`src/sv/lsfs_pkg.sv`:
```
// ----------------------------------------------------------------------------
// lsfs_pkg
// Shared types and constants of the LED strip frame serializer: command
// codes, register indexes, frame byte constants and the job queue entry.
// ----------------------------------------------------------------------------
package lsfs_pkg;

	typedef enum logic [1:0] {
		CMD_WR_MASK = 2'd0,
		CMD_WR_LED  = 2'd1,
		CMD_RD_MASK = 2'd2,
		CMD_RD_LED  = 2'd3
	} cmd_t;

	localparam logic [2:0] REG_ON_BRIGHT  = 3'd0;
	localparam logic [2:0] REG_OFF_BRIGHT = 3'd1;
	localparam logic [2:0] REG_BLUE       = 3'd2;
	localparam logic [2:0] REG_GREEN      = 3'd3;
	localparam logic [2:0] REG_RED        = 3'd4;

	localparam logic [4:0] ON_BRIGHT_RESET  = 5'd30;
	localparam logic [4:0] OFF_BRIGHT_RESET = 5'd0;
	localparam logic [7:0] LEVEL_RESET      = 8'd100;
	localparam logic [7:0] MASK_RESET       = 8'hFF;

	localparam logic [7:0] BRIGHT_PREFIX = 8'hE0;
	localparam logic [7:0] START_BYTE    = 8'h00;
	localparam logic [7:0] END_BYTE      = 8'hFF;

	localparam int QUEUE_DEPTH = 2;

	// One classified request: a read reply value, or the mask for a frame.
	typedef struct packed {
		logic       is_read;
		logic [7:0] value;
	} job_t;

	typedef struct packed {
		logic full;
		logic empty;
	} q_status_t;

	typedef struct packed {
		logic [4:0] on_bright;
		logic [4:0] off_bright;
		logic [7:0] blue;
		logic [7:0] green;
		logic [7:0] red;
	} cfg_t;

endpackage

```
`src/sv/lsfs_front.sv`:
```
// ----------------------------------------------------------------------------
// lsfs_front
// Accepts command requests, keeps the LED mask and turns each request into
// a job for the back end: a frame with the updated mask, or a read reply.
// ----------------------------------------------------------------------------
module lsfs_front import lsfs_pkg::*; (
	input  logic       clk,
	input  logic       arst_n,
	input  logic       in_valid,
	output logic       in_ready,
	input  logic [1:0] cmd,
	input  logic [2:0] led_index,
	input  logic       led_on,
	input  logic [7:0] mask_value,
	input  q_status_t  q_status,
	output logic       push,
	output job_t       push_job
);

	logic [7:0] mask_q;
	logic [7:0] next_mask;

	assign in_ready = !q_status.full;
	assign push     = in_valid && in_ready;

	always_comb begin
		next_mask        = mask_q;
		push_job.is_read = 1'b0;
		push_job.value   = mask_q;
		case (cmd_t'(cmd))
			CMD_WR_MASK: begin
				next_mask      = mask_value;
				push_job.value = mask_value;
			end
			CMD_WR_LED: begin
				next_mask[led_index] = led_on;
				push_job.value       = next_mask;
			end
			CMD_RD_MASK: begin
				push_job.is_read = 1'b1;
				push_job.value   = mask_q;
			end
			CMD_RD_LED: begin
				push_job.is_read = 1'b1;
				push_job.value   = {7'd0, mask_q[led_index]};
			end
			default: begin
				push_job.is_read = 1'b1;
			end
		endcase
	end

	always_ff @(posedge clk or negedge arst_n) begin
		if (!arst_n) begin
			mask_q <= MASK_RESET;
		end else if (push) begin
			mask_q <= next_mask;
		end
	end

endmodule

```
`src/sv/lsfs_queue.sv`:
```
// ----------------------------------------------------------------------------
// lsfs_queue
// Short job queue between the front and back ends so that each side can
// stall on its own.
// ----------------------------------------------------------------------------
module lsfs_queue import lsfs_pkg::*; (
	input  logic      clk,
	input  logic      arst_n,
	input  logic      push,
	input  job_t      push_job,
	input  logic      pop,
	output job_t      pop_job,
	output q_status_t q_status
);

	localparam int PTR_W = (QUEUE_DEPTH > 1) ? $clog2(QUEUE_DEPTH) : 1;
	localparam int CNT_W = $clog2(QUEUE_DEPTH + 1);

	job_t             entries_q [QUEUE_DEPTH];
	logic [PTR_W-1:0] wr_ptr_q;
	logic [PTR_W-1:0] rd_ptr_q;
	logic [CNT_W-1:0] count_q;

	function automatic logic [PTR_W-1:0] ptr_next(input logic [PTR_W-1:0] p);
		return (p == PTR_W'(QUEUE_DEPTH - 1)) ? '0 : p + PTR_W'(1);
	endfunction

	assign q_status.full  = (count_q == CNT_W'(QUEUE_DEPTH));
	assign q_status.empty = (count_q == '0);
	assign pop_job        = entries_q[rd_ptr_q];

	always_ff @(posedge clk or negedge arst_n) begin
		if (!arst_n) begin
			wr_ptr_q <= '0;
			rd_ptr_q <= '0;
			count_q  <= '0;
		end else begin
			if (push) begin
				wr_ptr_q <= ptr_next(wr_ptr_q);
			end
			if (pop) begin
				rd_ptr_q <= ptr_next(rd_ptr_q);
			end
			if (push && !pop) begin
				count_q <= count_q + CNT_W'(1);
			end else if (pop && !push) begin
				count_q <= count_q - CNT_W'(1);
			end
		end
	end

	always_ff @(posedge clk) begin
		if (push) begin
			entries_q[wr_ptr_q] <= push_job;
		end
	end

`ifndef SYNTH
	a_no_push_full: assert property (@(posedge clk) disable iff (!arst_n)
		push |-> !q_status.full)
		else $error("job pushed into full queue");
	a_no_pop_empty: assert property (@(posedge clk) disable iff (!arst_n)
		pop |-> !q_status.empty)
		else $error("job popped from empty queue");
	a_count_bound: assert property (@(posedge clk) disable iff (!arst_n)
		count_q <= CNT_W'(QUEUE_DEPTH))
		else $error("queue count beyond depth");
`endif

endmodule

```
`src/sv/lsfs_back.sv`:
```
// ----------------------------------------------------------------------------
// lsfs_back
// Takes jobs from the queue and drives the output register: one reply for a
// read, or for a write the whole frame, one byte per cycle unless stalled.
// ----------------------------------------------------------------------------
module lsfs_back import lsfs_pkg::*; #(
	parameter int NUM_LEDS         = 8,
	parameter int FRAME_MARK_BYTES = 4
) (
	input  logic       clk,
	input  logic       arst_n,
	input  cfg_t       cfg,
	input  q_status_t  q_status,
	input  job_t       pop_job,
	output logic       pop,
	output logic       out_valid,
	input  logic       out_ready,
	output logic       is_read_reply,
	output logic [7:0] read_value,
	output logic [7:0] frame_byte,
	output logic       frame_last
);

	localparam int FRAME_LEN = 2 * FRAME_MARK_BYTES + 4 * NUM_LEDS;
	localparam int LED_END   = FRAME_MARK_BYTES + 4 * NUM_LEDS;
	localparam int CNT_W     = $clog2(FRAME_LEN);

	typedef enum logic [1:0] {
		ST_IDLE  = 2'b01,
		ST_FRAME = 2'b10
	} state_t;

	state_t           state_q;
	logic [CNT_W-1:0] cnt_q;
	logic             out_valid_q;
	logic             is_read_reply_q;
	logic [7:0]       read_value_q;
	logic [7:0]       frame_byte_q;
	logic             frame_last_q;
	logic [7:0]       snap_mask_q;

	logic             load;
	logic             frame_end;
	logic [CNT_W-1:0] led_pos;
	logic [2:0]       led_sel;
	logic             lit;
	logic [7:0]       led_byte;
	logic [7:0]       byte_d;

	assign load      = !out_valid_q || out_ready;
	assign pop       = (state_q == ST_IDLE) && load && !q_status.empty;
	assign frame_end = (cnt_q == CNT_W'(FRAME_LEN - 1));

	// Byte position inside the LED section; four bytes per LED, top LED first.
	assign led_pos = cnt_q - CNT_W'(FRAME_MARK_BYTES);
	assign led_sel = 3'(NUM_LEDS - 1) - 3'(led_pos >> 2);
	assign lit     = snap_mask_q[led_sel];

	always_comb begin
		case (led_pos[1:0])
			2'd0:    led_byte = BRIGHT_PREFIX
			                    | {3'd0, (lit ? cfg.on_bright : cfg.off_bright)};
			2'd1:    led_byte = cfg.blue;
			2'd2:    led_byte = cfg.green;
			default: led_byte = cfg.red;
		endcase
		if (cnt_q < CNT_W'(FRAME_MARK_BYTES)) begin
			byte_d = START_BYTE;
		end else if (cnt_q < CNT_W'(LED_END)) begin
			byte_d = led_byte;
		end else begin
			byte_d = END_BYTE;
		end
	end

	always_ff @(posedge clk or negedge arst_n) begin
		if (!arst_n) begin
			state_q     <= ST_IDLE;
			cnt_q       <= '0;
			out_valid_q <= 1'b0;
		end else begin
			case (state_q)
				ST_IDLE: begin
					if (pop) begin
						out_valid_q <= 1'b1;
						if (!pop_job.is_read) begin
							state_q <= ST_FRAME;
							cnt_q   <= CNT_W'(1);
						end
					end else if (load) begin
						out_valid_q <= 1'b0;
					end
				end
				ST_FRAME: begin
					if (load) begin
						out_valid_q <= 1'b1;
						if (frame_end) begin
							state_q <= ST_IDLE;
						end else begin
							cnt_q <= cnt_q + CNT_W'(1);
						end
					end
				end
				default: begin
					state_q <= ST_IDLE;
				end
			endcase
		end
	end

	always_ff @(posedge clk) begin
		if (pop) begin
			// first frame byte goes out with the pop itself
			is_read_reply_q <= pop_job.is_read;
			read_value_q    <= pop_job.is_read ? pop_job.value : 8'd0;
			frame_byte_q    <= pop_job.is_read ? 8'd0 : START_BYTE;
			frame_last_q    <= 1'b0;
			snap_mask_q     <= pop_job.value;
		end else if ((state_q == ST_FRAME) && load) begin
			is_read_reply_q <= 1'b0;
			read_value_q    <= 8'd0;
			frame_byte_q    <= byte_d;
			frame_last_q    <= frame_end;
		end
	end

	assign out_valid     = out_valid_q;
	assign is_read_reply = is_read_reply_q;
	assign read_value    = read_value_q;
	assign frame_byte    = frame_byte_q;
	assign frame_last    = frame_last_q;

`ifndef SYNTH
	a_frame_cnt_nonzero: assert property (@(posedge clk) disable iff (!arst_n)
		(state_q == ST_FRAME) |-> (cnt_q != '0))
		else $error("frame sequencer at byte zero");
	a_last_is_end_byte: assert property (@(posedge clk) disable iff (!arst_n)
		(out_valid_q && frame_last_q) |-> (!is_read_reply_q && frame_byte_q == END_BYTE))
		else $error("last flag on a byte other than an end byte");
	a_end_sets_last: assert property (@(posedge clk) disable iff (!arst_n)
		((state_q == ST_FRAME) && load && frame_end) |=> (out_valid_q && frame_last_q
		&& state_q == ST_IDLE))
		else $error("frame end did not flag last byte");
	a_reply_clean: assert property (@(posedge clk) disable iff (!arst_n)
		(out_valid_q && is_read_reply_q) |-> (frame_byte_q == 8'd0 && !frame_last_q))
		else $error("read reply carries frame fields");
`endif

endmodule

```
`src/sv/led_strip_frame_serializer_unit.sv`:
```
// ----------------------------------------------------------------------------
// led_strip_frame_serializer_unit
// Keeps an on/off mask for a strip of LEDs and emits a serial LED frame for
// every mask write; answers mask reads with a single reply.
// ----------------------------------------------------------------------------
// A write command (whole mask or one LED) produces 2*FRAME_MARK_BYTES +
// 4*NUM_LEDS result bytes, 40 at the default parameters, one per cycle from
// the back-end byte sequencer when the output is not stalled; a read produces
// one reply. The front end updates the mask and classifies each request in
// the cycle it is accepted, and a two-entry job queue lets it take up to two
// requests ahead of the frame in progress. Configuration writes are never
// held off (cfg_ready is always high) and must only be issued while the
// block is idle; indexes beyond the register list are ignored.
module led_strip_frame_serializer_unit import lsfs_pkg::*; #(
	parameter int NUM_LEDS         = 8,
	parameter int FRAME_MARK_BYTES = 4
) (
	input  logic       clk,
	input  logic       arst_n,
	input  logic       in_valid,
	output logic       in_ready,
	input  logic [1:0] cmd,
	input  logic [2:0] led_index,
	input  logic       led_on,
	input  logic [7:0] mask_value,
	output logic       out_valid,
	input  logic       out_ready,
	output logic       is_read_reply,
	output logic [7:0] read_value,
	output logic [7:0] frame_byte,
	output logic       frame_last,
	input  logic       cfg_valid,
	output logic       cfg_ready,
	input  logic [2:0] cfg_index,
	input  logic [7:0] cfg_data
);

	cfg_t      cfg_q;
	q_status_t q_status;
	logic      push;
	logic      pop;
	job_t      push_job;
	job_t      pop_job;

	assign cfg_ready = 1'b1;

	always_ff @(posedge clk or negedge arst_n) begin
		if (!arst_n) begin
			cfg_q.on_bright  <= ON_BRIGHT_RESET;
			cfg_q.off_bright <= OFF_BRIGHT_RESET;
			cfg_q.blue       <= LEVEL_RESET;
			cfg_q.green      <= LEVEL_RESET;
			cfg_q.red        <= LEVEL_RESET;
		end else if (cfg_valid && cfg_ready) begin
			case (cfg_index)
				REG_ON_BRIGHT:  cfg_q.on_bright  <= cfg_data[4:0];
				REG_OFF_BRIGHT: cfg_q.off_bright <= cfg_data[4:0];
				REG_BLUE:       cfg_q.blue       <= cfg_data;
				REG_GREEN:      cfg_q.green      <= cfg_data;
				REG_RED:        cfg_q.red        <= cfg_data;
				default: begin
					// drop writes beyond the register list
				end
			endcase
		end
	end

	lsfs_front u_front (
		.clk        (clk),
		.arst_n     (arst_n),
		.in_valid   (in_valid),
		.in_ready   (in_ready),
		.cmd        (cmd),
		.led_index  (led_index),
		.led_on     (led_on),
		.mask_value (mask_value),
		.q_status   (q_status),
		.push       (push),
		.push_job   (push_job)
	);

	lsfs_queue u_queue (
		.clk      (clk),
		.arst_n   (arst_n),
		.push     (push),
		.push_job (push_job),
		.pop      (pop),
		.pop_job  (pop_job),
		.q_status (q_status)
	);

	lsfs_back #(
		.NUM_LEDS         (NUM_LEDS),
		.FRAME_MARK_BYTES (FRAME_MARK_BYTES)
	) u_back (
		.clk           (clk),
		.arst_n        (arst_n),
		.cfg           (cfg_q),
		.q_status      (q_status),
		.pop_job       (pop_job),
		.pop           (pop),
		.out_valid     (out_valid),
		.out_ready     (out_ready),
		.is_read_reply (is_read_reply),
		.read_value    (read_value),
		.frame_byte    (frame_byte),
		.frame_last    (frame_last)
	);

endmodule

```
`config.mk`:
```
export PLATFORM = sky130hd
export DESIGN_NAME = led_strip_frame_serializer_unit
export DESIGN_NICKNAME = d
export VERILOG_FILES = /design/src/sv/lsfs_pkg.sv /design/src/sv/lsfs_front.sv /design/src/sv/lsfs_queue.sv /design/src/sv/lsfs_back.sv /design/src/sv/led_strip_frame_serializer_unit.sv
export SDC_FILE = /design/constraint.sdc
export NUM_CORES = 1
export LEC_CHECK = 0
export ABC_AREA = 1
export BUFFER_PORTS_ARGS = -buffer_cell sky130_fd_sc_hd__clkbuf_2
export CAP_MARGIN = 30
export CORE_ASPECT_RATIO = 1.75
export CORE_MARGIN = 2
export CORE_UTILIZATION = 55
export DETAILED_ROUTE_END_ITERATION = 12
export PLACE_DENSITY = 0.75
export SLEW_MARGIN = 20
export SYNTH_ARGS = -nofsm -noshare
export SYNTH_HDL_FRONTEND = slang
export SYNTH_HIERARCHICAL = 1
export SYNTH_SLANG_ARGS = --single-unit
export TNS_END_PERCENT = 30
```
`constraint.sdc`:
```
create_clock -name clk -period 3.97 [get_ports clk]
set_clock_uncertainty 0.05 [all_clocks]
set_input_delay 0.397 -clock clk [delete_from_list [all_inputs] [get_ports clk]]
set_output_delay 0.397 -clock clk [all_outputs]
set_load 0.01 [all_outputs]
```
==> flow_metrics.env <==
export IMPL_status="finished, final reports clean"
export IMPL_finalHoldViolations=0
export IMPL_fin_cells=745
export IMPL_area_growth_pct=13.3
export IMPL_async_reset_ff_share_pct=55.6
export IMPL_synth_main_ff_cell="edfxtp_1"
export IMPL_cap_violations=0
export IMPL_timing_slew_headroom_pct=52.7
export IMPL_worst_ir_drop_vdd_v=0.000403
export IMPL_routed_wl_um=10900
export IMPL_cp_arrival_ns=2.32
export IMPL_fmax_mhz=467
export IMPL_path_class="reg2reg"
export IMPL_clk_pin_slew_ns=0.07
export IMPL_diodes=0
export IMPL_io_buffers=49
export IMPL_cts_htree_levels=3
export IMPL_nNetsFinal=659
export IMPL_tightestPinTransition_ns=0.707
export IMPL_power_leakage_uw=0.00283
export IMPL_regArea_mm2=0.00264
export IMPL_fillers=786
export IMPL_hold_class="in2reg"
export IMPL_antenna_found_initial=0
export IMPL_multi_input_area_mm2=0.00206
export IMPL_start_kind="flop"
export IMPL_drc=0
export IMPL_cts_buffer_depth=2
export IMPL_fp_dieH_um=131
export IMPL_synth_area_leaders="edfxtp_1 (21%), dfrtp_1 (16%), nand2_1 (14%)"
export IMPL_period_share_pct=53.9
export IMPL_synth_top_area_cell="edfxtp_1"
export IMPL_timing_final_ws_setup_ns=1.83
export IMPL_cts_setup_buffers=0
export IMPL_cts_tree="done"
export IMPL_numCtsBuffers=9
export IMPL_overflow=0
export IMPL_synth_most_common_cell="nand2_1"
export IMPL_drt_first_pass_iters=5
export IMPL_yosys_warnings=6
export IMPL_clockRootBuffer="clkbuf_16"
export IMPL_synth_area_mm2=0.00508
export IMPL_postRouteAntennaNets=0
export IMPL_place_inst=727
export IMPL_numClockSinks=99
export IMPL_slew_viol_final=0
export IMPL_setup_worst_path_end_class="flop"
export IMPL_drive_gt1_share_pct=22.6
export IMPL_grt_max_degree=27
export IMPL_grt_pass1_vias=3828
export IMPL_crit_required_ns=4.15
export IMPL_grt_pass1_wl_um=18200
export IMPL_core_area_mm2=0.00904
export IMPL_synth_cell_type_count=39
export IMPL_synth_fp_nets=607
export IMPL_dp_slack_ns=1.84
export IMPL_start_util_pct=56.2
export IMPL_wl_per_cell_um=14.6
export IMPL_cts_resized=0
export IMPL_hold_depth=3
export IMPL_die_area_mm2=0.0100
export IMPL_drt_iter0_markers=297
export IMPL_ys_seq_elements=99
export IMPL_fin_tns_setup_ns=0
export IMPL_power_density_mw_per_mm2=691
export IMPL_worstSkewPairLatency_ns=0.34
export IMPL_finalSetupViolCount=0
export IMPL_place_gp_congestion=0.919
export IMPL_period_needed_ns=2.14
export IMPL_rr_worst_depth=8
export IMPL_ys_seq_area_share_pct=51.9
export IMPL_dp_hpwl_um=8370
export IMPL_avgSynthCellArea_um2=8.94
export IMPL_critical_path_max_fanout=12
export IMPL_yosysTopAreaCellShare_pct=20.7
export IMPL_r2r_setup_slack_ns=1.83
export IMPL_fp_dieW_um=76.6
export IMPL_synth_edff_count=35
export IMPL_rsz0062_at_grt="no"
export IMPL_synth_cells=568
export IMPL_vias=3920
export IMPL_synth_commonest_cells="nand2_1 (187), inv_1 (66), nand3_1 (60)"
export IMPL_grt_usage_pct=23.0
export IMPL_io_pins=51
export IMPL_viasPerCell=5.26
export IMPL_rows=46
through the flow:
stage	cell area [um^2]	util [%]	hold slack, ns	total power [uW]
after floorplan	5080	-	0.0514	2680
after global placement	5390	59.6	0.392	3000
after detailed placement	5410	59.9	0.278	3060
after CTS	5740	63.5	0.236	3990
after global routing	5750	63.7	0.239	4240
final	5750	63.7	0.252	3970
kinds of logic after synthesis:
family | count (synthesis) | synth area share, %
AND/OR/NAND/NOR | 303 | 27.4
AO/OA/AOI/OAI | 54 | 7.54
flip-flops | 99 | 51.9
other | 1 | 0.0738
XOR/XNOR | 4 | 0.690
adder cells (fa/ha/maj) | 9 | 2.22
buffers and inverters | 89 | 7.51
multiplexers | 9 | 2.66
worst paths after layout:
kind	from	endpoint
setup / recovery	u_back/state_q[0]	u_back/frame_byte[7]
hold / removal	cfg_data[6]	cfg_q[14]
setup reg to reg	u_back/state_q[0]	u_back/frame_byte[7]
hold reg to reg	cfg_q[33]	cfg_q[33]
max in group asynchronous	arst_n	cfg_q[21]
min in group asynchronous	arst_n	u_back/out_valid
repair_timing:
item | in CTS | in global routing
setup endpoints to repair | 0 | 0
hold buffers | 1 | 0
hold endpoints to repair | 6 | 0
power by group:
| group | total, uW | switching [uW] | internal [uW] |
|---|---|---|---|
| combinational | 1410 | 889 | 517 |
| sequential | 1640 | 172 | 1470 |
| clock | 927 | 374 | 553 |
| total | 3970 | 1440 | 2540 |
layout by cell type, fill, tap and decap left out, types with 2 or more instances in the layout:
cell type / netlist / final
nand2_1: 187 / 187
inv_1: 66 / 66
nand3_1: 60 / 60
clkbuf_2: 0 / 49
edfxtp_1: 35 / 35
dfrtp_1: 33 / 33
nor2_1: 23 / 23
dfstp_2: 22 / 22
a21oi_1: 13 / 13
inv_2: 10 / 10
clkbuf_16: 0 / 9
ha_1: 9 / 9
dfxtp_1: 9 / 9
mux2_4: 9 / 9
nor2_4: 8 / 8
o21ai_0: 8 / 8
a22o_1: 8 / 8
o211ai_1: 8 / 8
nand2_4: 5 / 5
o21ai_1: 5 / 5
nand2_2: 4 / 4
nor3_1: 4 / 4
nand3_2: 4 / 4
nor2_2: 3 / 3
nand4_1: 3 / 3
xor2_1: 3 / 3
a21oi_2: 3 / 3
a22oi_2: 3 / 3
a22oi_1: 3 / 3
clkinvlp_4: 0 / 2
bufinv_16: 0 / 2
nand3_4: 2 / 2
registers in the layout, indices dropped and copies added (netlist names):
signal                count
u_front/mask_q            8
u_back/frame_byte         8
u_queue/count_q           2
u_back/is_read_reply      1
u_queue/wr_ptr_q          1
u_back/state_q            2
u_queue/rd_ptr_q          1
u_back/read_value         8
u_back/frame_last         1
u_queue/entries_q        18
cfg_q                    34
u_back/cnt_q              6
u_back/out_valid          1
u_back/snap_mask_q        8
worst max-delay path, cell delays in order (launching register included):
cell	delay (ns)
dfstp_2	0.53
inv_2	0.04
nor2_1	0.08
nand2_1	0.11
nor2_4	0.28
inv_1	0.12
nand2_1	0.38
inv_2	0.17
a22o_1	0.26
routing by layer:
layer  vias to the layer above  GRT usage, %  part of all wire (%)
met3                        28          5.22                   4.1
met5                         -             0                     0
li1                       1945             -                     -
met4                         0          8.59                   2.4
met1                      1836          24.3                    37
met2                       111          43.5                    56
layout make-up:
class                   count  area share [%]
flip-flops and latches     99            45.8
inverters                  77            5.03
clock buffers              10            3.98
well taps                 120            2.61
clock inverters             6            1.54
repair buffers             53            5.18
multi-input cells         380            35.8
(Power assumes the default switching activity.)
